===== src/rtl/core/nls_pkg.sv =====
// ----------------------------------------------------------------------------
// nls_pkg
// Types and constants of the normal shading pipeline.
// ----------------------------------------------------------------------------
package nls_pkg;
  localparam int REG_W    = 48;
  localparam int LIGHT_W  = 16;
  localparam int NORM_W   = 16;
  localparam int SHADE_W  = 15;
  localparam int RED_W    = 16;
  localparam int Q_W      = 34;
  localparam int PP_W     = 64;
  localparam int T_W      = 66;
  localparam int SQ_W     = 50;
  localparam int IDX_W    = 3;
  localparam logic [SHADE_W-1:0] SHADE_ONE = 15'd16384;

  localparam logic [IDX_W-1:0] CFG_ROW_X = 3'd0;
  localparam logic [IDX_W-1:0] CFG_ROW_Y = 3'd1;
  localparam logic [IDX_W-1:0] CFG_ROW_Z = 3'd2;
  localparam logic [IDX_W-1:0] CFG_LIGHT = 3'd3;

  localparam logic [REG_W-1:0] ROW_X_RST = 48'd16384;
  localparam logic [REG_W-1:0] ROW_Y_RST = 48'd1073741824;
  localparam logic [REG_W-1:0] ROW_Z_RST = 48'd70368744177664;
  localparam logic [REG_W-1:0] LIGHT_RST = 48'd70368744177664;

  // Beat carried down the square-root cell chain.
  typedef struct packed {
    logic              valid;
    logic              zero;
    logic              sat;
    logic [PP_W-1:0]   pp;
    logic [Q_W-1:0]    q;
    logic [T_W-1:0]    t;
    logic [SQ_W-1:0]   sq;
    logic [SHADE_W-1:0] s;
  } nls_root_t;
endpackage


===== src/rtl/core/nls_root_cell.sv =====
// ----------------------------------------------------------------------------
// nls_root_cell
// Decide one bit of the shade: keep it while s*s*Q stays at or below P*P.
// ----------------------------------------------------------------------------
module nls_root_cell import nls_pkg::*; #(
  parameter int BIT = 14
) (
  input  logic      clk_i,
  input  logic      rst_ni,
  input  logic      en_i,
  input  nls_root_t root_i,
  output nls_root_t root_o
);
  logic [T_W-1:0] cand;
  logic           take;
  nls_root_t      nxt;
  logic           valid_q;
  nls_root_t      data_q;

  // (s + 2^b)^2 Q = s^2 Q + 2^(b+1) sQ + 2^(2b) Q
  always_comb begin
    cand = root_i.t + (T_W'(root_i.sq) << (BIT + 1)) + (T_W'(root_i.q) << (2 * BIT));
    take = cand <= T_W'(root_i.pp);
    nxt  = root_i;
    if (take) begin
      nxt.t      = cand;
      nxt.sq     = root_i.sq + (SQ_W'(root_i.q) << BIT);
      nxt.s[BIT] = 1'b1;
    end
  end

  always_ff @(posedge clk_i or negedge rst_ni) begin
    if (!rst_ni) begin
      valid_q <= 1'b0;
    end else if (en_i) begin
      valid_q <= nxt.valid;
    end
  end

  always_ff @(posedge clk_i) begin
    if (en_i) begin
      data_q <= nxt;
    end
  end

  always_comb begin
    root_o       = data_q;
    root_o.valid = valid_q;
  end
endmodule


===== config.mk =====
export PLATFORM = sky130hd
export DESIGN_NAME = nls_root_cell
export DESIGN_NICKNAME = d
export VERILOG_FILES = /design/src/rtl/core/nls_pkg.sv /design/src/rtl/core/nls_root_cell.sv
export SDC_FILE = /design/constraint.sdc
export NUM_CORES = 1
export LEC_CHECK = 0
export CAP_MARGIN = 25
export CORE_MARGIN = 5
export CORE_UTILIZATION = 39
export CTS_CLUSTER_DIAMETER = 30
export DETAILED_ROUTE_END_ITERATION = 10
export DONT_BUFFER_PORTS = 1
export PLACE_DENSITY = 0.59
export RECOVER_POWER = 25
export SYNTH_ARGS = -nofsm -noshare
export SYNTH_HDL_FRONTEND = slang
export SYNTH_SLANG_ARGS = --single-unit

===== constraint.sdc =====
create_clock -name clk_i -period 1.05 [get_ports clk_i]
set_clock_uncertainty 0.2 [all_clocks]
set_input_delay 0.105 -clock clk_i [delete_from_list [all_inputs] [get_ports clk_i]]
set_output_delay 0.105 -clock clk_i [all_outputs]
set_load 0.1 [all_outputs]

==> impl_metrics.env, run 1 <==
export IMPL_period_needed_ns=5.34
export IMPL_utilization=0.722
export IMPL_clock_fmax_ghz=0.187
export IMPL_route_vias_total=14300
export IMPL_vdd_ir_drop_max_v=0.00152
export IMPL_routed_wl_mm=65.3
export IMPL_stdcell_count=2641
export IMPL_yosys_area_share_xor_xnor=0.0426
export IMPL_clockBufferDepth=3
export IMPL_viasPerCell=5.42
export IMPL_fin_ws_ns=-4.29
export IMPL_finalMaxSlewViolations=0
export IMPL_die_width_um=207
export IMPL_yosysTopAreaCell="edfxtp_1"
export IMPL_grt_overflow=0
export IMPL_sw_frac_of_total=0.388
export IMPL_rsz0062_at_grt="true"
export IMPL_synth_distinct_cells=80
export IMPL_synth_area_sq_um=15200
export IMPL_fp_coreArea_sq_um=38600
export IMPL_synth_adder_area_share=0.182
export IMPL_synth_nets=1664
export IMPL_drt_iter0_markers=894
export IMPL_cts_made_buffers=66
export IMPL_critPathMaxFanout=13
export IMPL_crit_type="primary input to flip-flop"
export IMPL_grt_pass1_wl_mm=97.0
export IMPL_worstPathArrival_ns=5.45
export IMPL_cp_data_required_time_ns=1.16
export IMPL_max_slew_margin_rel=0.164
export IMPL_synth_top_family_by_area="adder cells"
export IMPL_yosysWarnings=0
export IMPL_synth_edf_count=231
export IMPL_power_density_nw_per_um2=2330
export IMPL_cp_start_kind="primary input"
export IMPL_avgSynthCellArea_sq_um=12.4
export IMPL_combPwrFrac=0.480
export IMPL_initial_core_util=0.394
export IMPL_min_path_type="primary input to flip-flop"
export IMPL_num_nets_final=2504
export IMPL_clockPowerShare=0.317
export IMPL_clock_sinks=232
export IMPL_finalCritPeriodShare=5.08
export IMPL_post_synth_and_or_nand_nor_area_fraction=0.0723
export IMPL_drt_wirelength_per_cell_um=24.7
export IMPL_intPower_mw=39.7
export IMPL_drive_above_1_share=0.383
export IMPL_cts_tree="yes"
export IMPL_end_kind="flip-flop"
export IMPL_placementRows=72
export IMPL_p_switching_mw=25.1
export IMPL_cts_hold_fix_buffers=237
export IMPL_seq_area_frac_synth=0.458
export IMPL_grt_max_degree=233
export IMPL_tightest_slew_ns=1.25
export IMPL_hold_violations=135
export IMPL_place_inst=2274
export IMPL_ctsHtreeMaxLevel=3
export IMPL_whs_ns=-0.570
export IMPL_status="finished with violations"
export IMPL_grt_use_total=0.293
export IMPL_cap_violations=0
export IMPL_cts_root_buf="clkbuf_16"
export IMPL_synth_area_mux_share=0.0675
export IMPL_clock_latency_ns=0.56
export IMPL_antenna_found_initial=1
export IMPL_ios=467
export IMPL_port_buffers=0
export IMPL_path_clk_slew_ns=0.05
export IMPL_leakage_nw=12.4
export IMPL_area_delta_synth_final_pct=83.2
export IMPL_synth_top_cells_by_area="edfxtp_1, ha_1, mux2_4"
export IMPL_synth_compound_area_frac=0.142
export IMPL_async_flop_share=0.00431
export IMPL_violations="hold timing, setup timing"
export IMPL_syn_inst=1230
export IMPL_yosys_most_used_dff="edfxtp_1"
export IMPL_dpl_hpwl_mm=41.8
export IMPL_synth_top_area_frac=0.456
export IMPL_ant_nets=0
export IMPL_dr_pass1_iters=7
export IMPL_dieArea_sq_um=43000
export IMPL_gp_congestion=0.878
export IMPL_drc=0
export IMPL_die_h_um=207
export IMPL_grt_pass1_vias=15800
export IMPL_yosys_register_bits=232
export IMPL_p_seq_frac=0.202
export IMPL_rrSetupSlack_ns=-0.12
export IMPL_setup_violations_final=321
export IMPL_finalPower_mw=64.8
==> registers in the layout (all words and copies together) (netlist names) <==
register and cells:
valid_q 1, root_o 231
==> worst paths after layout <==
check | start | to | depth (start not counted)
max | root_i[17] | root_o[105] | 26
min in group asynchronous | rst_ni | valid_q | 2
min reg2reg | valid_q | valid_q | 2
min | root_i[15] | root_o[15] | 0
max reg2reg | valid_q | valid_q | 2
max in group asynchronous | rst_ni | valid_q | 2
==> cell usage in the layout, fill, tap and decap left out, types with 18 or more instances in the layout <==
cell | synthesis | routed
dlygate4sd3_1 | 0 | 230
inv_1 | 97 | 95
nand4_1 | 26 | 26
mux2_4 | 58 | 66
edfxtp_1 | 231 | 231
clkbuf_16 | 0 | 67
nand2_1 | 52 | 49
nor2_1 | 45 | 41
buf_4 | 3 | 324
xnor2_1 | 50 | 47
a21o_1 | 72 | 71
buf_12 | 0 | 239
fa_1 | 36 | 36
xor2_1 | 22 | 21
ha_1 | 163 | 160
a21oi_1 | 93 | 84
o21ai_0 | 47 | 39
clkinv_2 | 0 | 18
==> cells in the mapped netlist (8+ instances only) <==
library cell	instances
edfxtp_1	231
ha_1	163
inv_1	97
a21oi_1	93
a21o_1	72
mux2_4	58
nand2_1	52
xnor2_1	50
o21ai_0	47
nor2_1	45
fa_1	36
nand4_1	26
xor2_1	22
nor2b_1	16
o21a_1	16
nor3_1	14
mux2_2	12
nand3_1	12
o21bai_1	11
clkbuf_1	10
nand2b_1	9
a211oi_1	8
and3_1	8
buf_6	8
==> power groups by stage <==
stage / logic (mW) / clock network, mW / registers, mW
detailed placement: 28.6 / 0 / 13.1
global route: 32.5 / 21.4 / 13.2
finish: 31.1 / 20.6 / 13.1
global placement: 28.1 / 0 / 13.1
floorplan: 8.84 / 0 / 21.1
CTS: 30.2 / 20.5 / 13.0
==> through the flow <==
stage	hold slack [ns]	TNS, ns	cell area, sq um	setup slack [ns]
5_1_grt	-0.595	-494.89	27800	-4.45
2_1_floorplan	-0.391	-398.29	15300	-4.17
3_5_place_dp	-0.391	-428.35	22900	-4.95
3_3_place_gp	-0.391	-422.34	22900	-4.90
6_report	-0.570	-472.60	27800	-4.29
4_1_cts	-0.589	-461.33	27800	-4.10
==> worst max-delay path: stages <==
cell      delay (ns)
ha_1            0.30
ha_1            0.33
a21oi_2         0.22
nand4b_1        0.18
nand2_1         0.09
a21o_1          0.18
a21o_1          0.20
a311oi_2        0.35
o21bai_1        0.16
a21o_1          0.24
a21oi_2         0.16
xnor2_1         0.17
ha_1            0.30
a21o_1          0.17
a21o_1          0.17
a21oi_1         0.24
o21ai_0         0.18
a211oi_2        0.27
buf_4           0.17
a21oi_2         0.05
o21ai_1         0.18
a21oi_2         0.10
nor3_4          0.19
buf_12          0.21
buf_12          0.19
mux2_4          0.32
==> cell type report <==
cell class / instances / area (sq um)
repair buffers: 798 / 9610
clock inverters: 47 / 567
well taps: 518 / 648
diodes: 1 / 2.50
multi-input cells: 875 / 8000
clock buffers: 73 / 1680
flip-flops and latches: 232 / 6960
fillers: 2375 / 10700
inverters: 97 / 364
==> logic make-up (layout without fill, tap and decap cells) <==
kind of cell | count (synthesis) | after routing
XOR/XNOR | 73 | 73
multiplexers | 72 | 72
flip-flops | 232 | 232
buffers and inverters | 123 | 1015
other | 0 | 1
adder cells (fa/ha/maj) | 199 | 199
AO/OA/AOI/OAI | 318 | 318
AND/OR/NAND/NOR | 213 | 213
==> routing by layer <==
layer / vias up / track usage / wire [um] / part of all wire
met4: 0 / 0.138 / 3610 / 0.055
met5: - / 0 / 0 / 0
li1: 6328 / - / - / -
met3: 226 / 0.104 / 6260 / 0.096
met2: 849 / 0.528 / 33300 / 0.51
met1: 6912 / 0.302 / 22100 / 0.34
==> timing repair <==
| item | in CTS | in global routing |
|---|---|---|
| gates cloned | 1 | 1 |
| resized for setup | 35 | 17 |
| endpoints found under the hold margin | 464 | 328 |
| pin swaps | 7 | 1 |
| setup buffers | 9 | 5 |
| endpoints found under the setup margin | 320 | 327 |
No activity file was read; power rests on OpenSTA's default activity.
==> run 2: changes to the inputs <==
==> constraint.sdc (replaced) <==
create_clock -name clk_i -period 1.05 [get_ports clk_i]
set_clock_uncertainty 0.2 [all_clocks]
set_input_delay 0.105 -clock clk_i [delete_from_list [all_inputs] [get_ports clk_i]]
set_output_delay 0.105 -clock clk_i [all_outputs]
set_load 0.005 [all_outputs]
==> run 2 against run 1 <==
Compared with the run above:
- sequential share of layout area grew 5.1 points
- critical endpoint is now root_o[40]
- the flow still finishes with violations (hold timing, setup timing)
- combinational power shrank 44%
- first-iteration DRC count shrank 22%
- sequential power is essentially flat
- highest routed layer unchanged
==> impl_metrics.env, run 2 (synthesized netlist as in run 1, its figures left out) <==
export IMPL_port_buffers=0
export IMPL_viasPerCell=5.30
export IMPL_dieArea_sq_um=43000
export IMPL_end_kind="flip-flop"
export IMPL_grt_max_degree=233
export IMPL_clock_sinks=232
export IMPL_ios=467
export IMPL_grt_pass1_wl_mm=85.5
export IMPL_violations="hold timing, setup timing"
export IMPL_num_nets_final=2286
export IMPL_finalPower_mw=46.3
export IMPL_route_vias_total=12800
export IMPL_power_density_nw_per_um2=2000
export IMPL_cts_root_buf="clkbuf_16"
export IMPL_fin_ws_ns=-4.25
export IMPL_ff_latch_area_sq_um=6960
export IMPL_largest_reg_flops=231
export IMPL_cp_start_kind="primary input"
export IMPL_leakage_nw=10.2
export IMPL_vdd_ir_drop_max_v=0.00160
export IMPL_finalCritPeriodShare=5.05
export IMPL_antenna_found_initial=3
export IMPL_area_delta_synth_final_pct=51.9
export IMPL_utilization=0.599
export IMPL_cap_violations=0
export IMPL_setup_tns_final_ns=-423.58
export IMPL_placementRows=72
export IMPL_hold_violations=297
export IMPL_crit_type="primary input to flip-flop"
export IMPL_grt_use_total=0.253
export IMPL_clockBufferDepth=3
export IMPL_min_path_type="primary input to flip-flop"
export IMPL_clock_fmax_ghz=0.189
export IMPL_multi_input_area_sq_um=8050
export IMPL_whs_ns=-0.580
export IMPL_path_clk_slew_ns=0.05
export IMPL_tightest_slew_ns=0.656
export IMPL_grt_pass1_vias=14000
export IMPL_drc=0
export IMPL_ant_nets=0
export IMPL_finalMaxSlewViolations=0
export IMPL_drive_above_1_share=0.300
export IMPL_period_needed_ns=5.30
export IMPL_gp_congestion=0.868
export IMPL_drt_wirelength_per_cell_um=22.9
export IMPL_drt_iter0_markers=701
export IMPL_rsz0062_at_grt="true"
export IMPL_cp_data_required_time_ns=1.17
export IMPL_setup_violations_final=343
export IMPL_max_slew_margin_rel=0.563
export IMPL_cts_tree="yes"
export IMPL_die_h_um=207
export IMPL_mostFrequentLayoutCells="buf_4, dlygate4sd3_1, edfxtp_1"
export IMPL_clock_latency_ns=0.58
export IMPL_worstPathArrival_ns=5.41
export IMPL_critPathMaxFanout=16
export IMPL_grt_overflow=0
export IMPL_cts_made_buffers=51
export IMPL_routed_wl_mm=55.3
export IMPL_status="finished with violations"
export IMPL_fp_coreArea_sq_um=38600
export IMPL_dr_pass1_iters=5
export IMPL_final_common_cell="buf_4"
export IMPL_dpl_hpwl_mm=37.7
export IMPL_initial_core_util=0.394
export IMPL_fillers=3022
export IMPL_die_width_um=207
export IMPL_ctsHtreeMaxLevel=2
[run 2: cell types whose count changed in the layout (fill, tap and decap cells not counted), moves of 5 or more]
cell | before | now
clkbuf_16 | 67 | 51
buf_12 | 239 | 5
buf_4 | 324 | 316
dlygate4sd3_1 | 230 | 255
bufinv_16 | 10 | 5
clkinvlp_4 | 1 | 7
buf_6 | 2 | 11
clkinv_2 | 18 | 6
[run 2: path summary, 6_finish.rpt]
check	cells past startpoint	start	slack, ns	endpoint
max	26	root_i[131]	-4.25	root_o[40]
min	0	root_i[16]	-0.58	root_o[16]
max reg2reg	1	valid_q	0.05	valid_q
min reg2reg	1	valid_q	0.38	valid_q
max in group asynchronous	2	rst_ni	0.46	valid_q
min in group asynchronous	2	rst_ni	0.08	valid_q
[run 2: timing repair]
item	in CTS	in global routing
endpoints found under the hold margin	464	318
cloned	1	0
resized for setup	79	8
pin swaps	23	1
setup buffers	12	2
endpoints found under the setup margin	320	384
hold buffers	316	3
[run 2: final cells by class]
type                    count  area share
diodes                      1    0.000108
clock buffers              57      0.0571
clock inverters            39      0.0184
inverters                  97      0.0161
multi-input cells         875       0.349
flip-flops and latches    232       0.302
well taps                 518      0.0281
repair buffers            595       0.230
[run 2: critical path: stages]
cell and delay, ns:
inv_8 0.01, fa_1 0.56, inv_2 0.05, ha_4 0.27, and3_4 0.22, nand2_2 0.06
nor4b_2 0.29, a32oi_2 0.23, buf_4 0.21, a21boi_2 0.13, buf_6 0.12, a211oi_2 0.07
or2_4 0.27, o21ai_4 0.15, xor2_2 0.24, ha_1 0.29, a21o_1 0.19, a21oi_1 0.17
nor2b_1 0.10, a2111oi_4 0.31, nor3b_4 0.29, a21oi_2 0.11, nor3_4 0.22, buf_12 0.20
buf_16 0.18, mux2_4 0.32
[run 2: stage by stage]
step                hold WS (ns)  instances  area (sq um)  worst slack, ns
floorplan                 -0.391       1230         15300            -4.17
global placement          -0.391       2047         18300            -5.20
detailed placement        -0.391       2047         18300            -5.19
CTS                       -0.623       2471         23600            -4.06
global route              -0.619       2414         23100            -4.42
finish                    -0.580       2414         23100            -4.25
[run 2: power by group]
part | leakage, nW | internal, mW | switching [mW]
Combinational | 7.04 | 9.62 | 7.66
Sequential | 2.27 | 11.9 | 0.933
Clock | 0.836 | 10.4 | 5.74
[run 2: layer usage]
| metal | GRT usage | share of wire |
|---|---|---|
| met5 | 0 | 0 |
| met2 | 0.448 | 0.50 |
| met1 | 0.294 | 0.39 |
| met3 | 0.0759 | 0.080 |
| met4 | 0.0830 | 0.036 |
==> run 3: changes to the inputs <==
--- a/config.mk
+++ b/config.mk
@@ -11,6 +11,7 @@
 export CTS_CLUSTER_DIAMETER = 30
 export DETAILED_ROUTE_END_ITERATION = 10
 export DONT_BUFFER_PORTS = 1
+export GPL_TIMING_DRIVEN = 0
 export PLACE_DENSITY = 0.59
 export RECOVER_POWER = 25
 export SYNTH_ARGS = -nofsm -noshare
==> run 3 against run 2 <==
Compared with the run above:
- worst hold slack gained 0.027 ns
- sequential share of layout area rose by 3.0 points
- clock-buffer cell count shrank 1
- die area unchanged
- core utilization fell by 5.3 points
- total power shrank 4.8%
- via count decreased by 11%
- the flow still finishes with violations (hold timing, setup timing)
- critical path depth down 4
- first-iteration DRC count is 7.1% lower
- global-route usage fell by 2.3 points
- register-to-register slack gained 0.03 ns
==> impl_metrics.env, run 3 (synthesized netlist as in run 1, its figures left out) <==
export IMPL_ant_nets=0
export IMPL_placementRows=72
export IMPL_path_clk_slew_ns=0.05
export IMPL_setup_violations_final=327
export IMPL_dpl_hpwl_mm=35.6
export IMPL_drt_wirelength_per_cell_um=24.4
export IMPL_mostFrequentLayoutCells="dlygate4sd3_1, edfxtp_1, ha_1"
export IMPL_cts_tree="yes"
export IMPL_gp_congestion=0.838
export IMPL_grt_pass1_vias=12300
export IMPL_num_nets_final=1984
export IMPL_rsz0062_at_grt="true"
export IMPL_hold_violations=153
export IMPL_r2r_cells=1
export IMPL_clock_latency_ns=0.55
export IMPL_cts_made_buffers=50
export IMPL_cts_root_buf="clkbuf_16"
export IMPL_fin_ws_ns=-4.31
export IMPL_fin_area_sq_um=21000
export IMPL_power_density_nw_per_um2=2100
export IMPL_drc=0
export IMPL_ios=467
export IMPL_violations="hold timing, setup timing"
export IMPL_worstPathArrival_ns=5.46
export IMPL_stdcell_count=2111
export IMPL_critPathMaxFanout=7
export IMPL_clock_sinks=232
export IMPL_min_path_type="primary input to flip-flop"
export IMPL_max_slew_margin_rel=0.252
export IMPL_placed_area_sq_um=16000
export IMPL_utilization=0.545
export IMPL_cp_start_kind="primary input"
export IMPL_dr_pass1_iters=6
export IMPL_port_buffers=0
export IMPL_period_needed_ns=5.36
export IMPL_multi_input_area_sq_um=8270
export IMPL_ctsHtreeMaxLevel=2
export IMPL_grt_overflow=0
export IMPL_status="finished with violations"
export IMPL_area_delta_synth_final_pct=38.3
export IMPL_drt_iter0_markers=651
export IMPL_vdd_ir_drop_max_v=0.00124
export IMPL_cts_hold_fix_buffers=263
export IMPL_largest_reg_flops=231
export IMPL_crit_type="primary input to flip-flop"
export IMPL_grt_pass1_wl_mm=76.5
export IMPL_dieArea_sq_um=43000
export IMPL_final_common_cell="dlygate4sd3_1"
export IMPL_die_width_um=207
export IMPL_leakage_nw=8.73
export IMPL_ff_latch_area_sq_um=6960
export IMPL_clockBufferDepth=3
export IMPL_viasPerCell=5.41
export IMPL_whs_ns=-0.553
export IMPL_fp_coreArea_sq_um=38600
export IMPL_setup_tns_final_ns=-420.90
export IMPL_finalCritPeriodShare=5.10
export IMPL_finalMaxSlewViolations=0
export IMPL_dp_slack_ns=-5.75
export IMPL_route_vias_total=11400
export IMPL_cp_data_required_time_ns=1.15
export IMPL_drive_above_1_share=0.191
export IMPL_fillers=3204
export IMPL_initial_core_util=0.394
export IMPL_die_h_um=207
export IMPL_grt_use_total=0.230
export IMPL_routed_wl_mm=51.6
export IMPL_clock_fmax_ghz=0.187
export IMPL_grt_max_degree=233
export IMPL_antenna_found_initial=0
export IMPL_place_inst=1748
export IMPL_cap_violations=0
export IMPL_whs_path_depth=0
export IMPL_tightest_slew_ns=1.12
export IMPL_end_kind="flip-flop"
run 3: cell count changes in the layout (fill, tap and decap cells not counted), sizes merged, moves of 3 or more:
cell         previous run  this run
buf                   339        46
dlygate4sd3           255       237
inv                   106       111
clkinvlp                7        10
clkbuf                 57        67
clkinv                 18         8
run 3: report_power, final:
group	leakage (nW)	internal, mW	total [mW]	switching, mW
clock	0.841	10.8	16.4	5.61
combinational	5.62	7.46	14.9	7.42
sequential	2.27	11.9	12.8	0.863
total	8.73	30.2	44.1	13.9
run 3: final timing paths:
check                           slack [ns]         end        start
worst max-delay path                 -4.31  root_o[80]  root_i[142]
worst min-delay path                 -0.55  root_o[15]   root_i[15]
worst max register to register        0.08     valid_q      valid_q
worst min register to register        0.34     valid_q      valid_q
max in group asynchronous             0.42     valid_q       rst_ni
min in group asynchronous             0.12     valid_q       rst_ni
run 3: final cells by class:
class | instances | share of cell area
antenna | 1 | 0.000119
multi-input combinational | 875 | 0.394
timing repair buffer | 270 | 0.129
buffer | 24 | 0.0130
inverter | 97 | 0.0177
clock inverter | 38 | 0.0207
clock buffer | 56 | 0.0636
sequential | 232 | 0.331
tap | 518 | 0.0308
run 3: through the flow:
stage          total power, mW  hold WS [ns]
3_5_place_dp              24.4        -0.391
5_1_grt                   46.1        -0.588
2_1_floorplan             21.3        -0.391
3_3_place_gp              24.3        -0.391
4_1_cts                   43.7        -0.592
6_report                  44.1        -0.553
run 3: repair_timing:
action	CTS	global route
cloned	2	1
endpoints found under the setup margin	320	346
hold endpoints to repair	464	321
setup buffers	22	8
resized for setup	94	36
pin swaps	41	25
run 3: worst max-delay path, stage by stage:
cell	delay [ns]
fa_1	0.48
ha_1	0.30
buf_6	0.12
nand4_1	0.22
nor4b_4	0.39
a32oi_4	0.21
a21boi_4	0.29
a211oi_4	0.10
or2_4	0.30
o21ai_4	0.17
xor2_2	0.23
ha_1	0.29
a21o_1	0.18
a21oi_2	0.15
nor2b_2	0.07
a2111oi_4	0.41
nor3b_4	0.36
a21oi_4	0.11
or3_1	0.33
buf_6	0.16
buf_12	0.16
mux2_4	0.31
run 3: metal layers:
layer,vias to the layer above,wire length (um),global-route usage
li1,5291,-,-
met1,5582,20200,0.266
met2,445,25900,0.408
met3,95,3760,0.0683
met4,0,1670,0.0762
met5,-,0,0
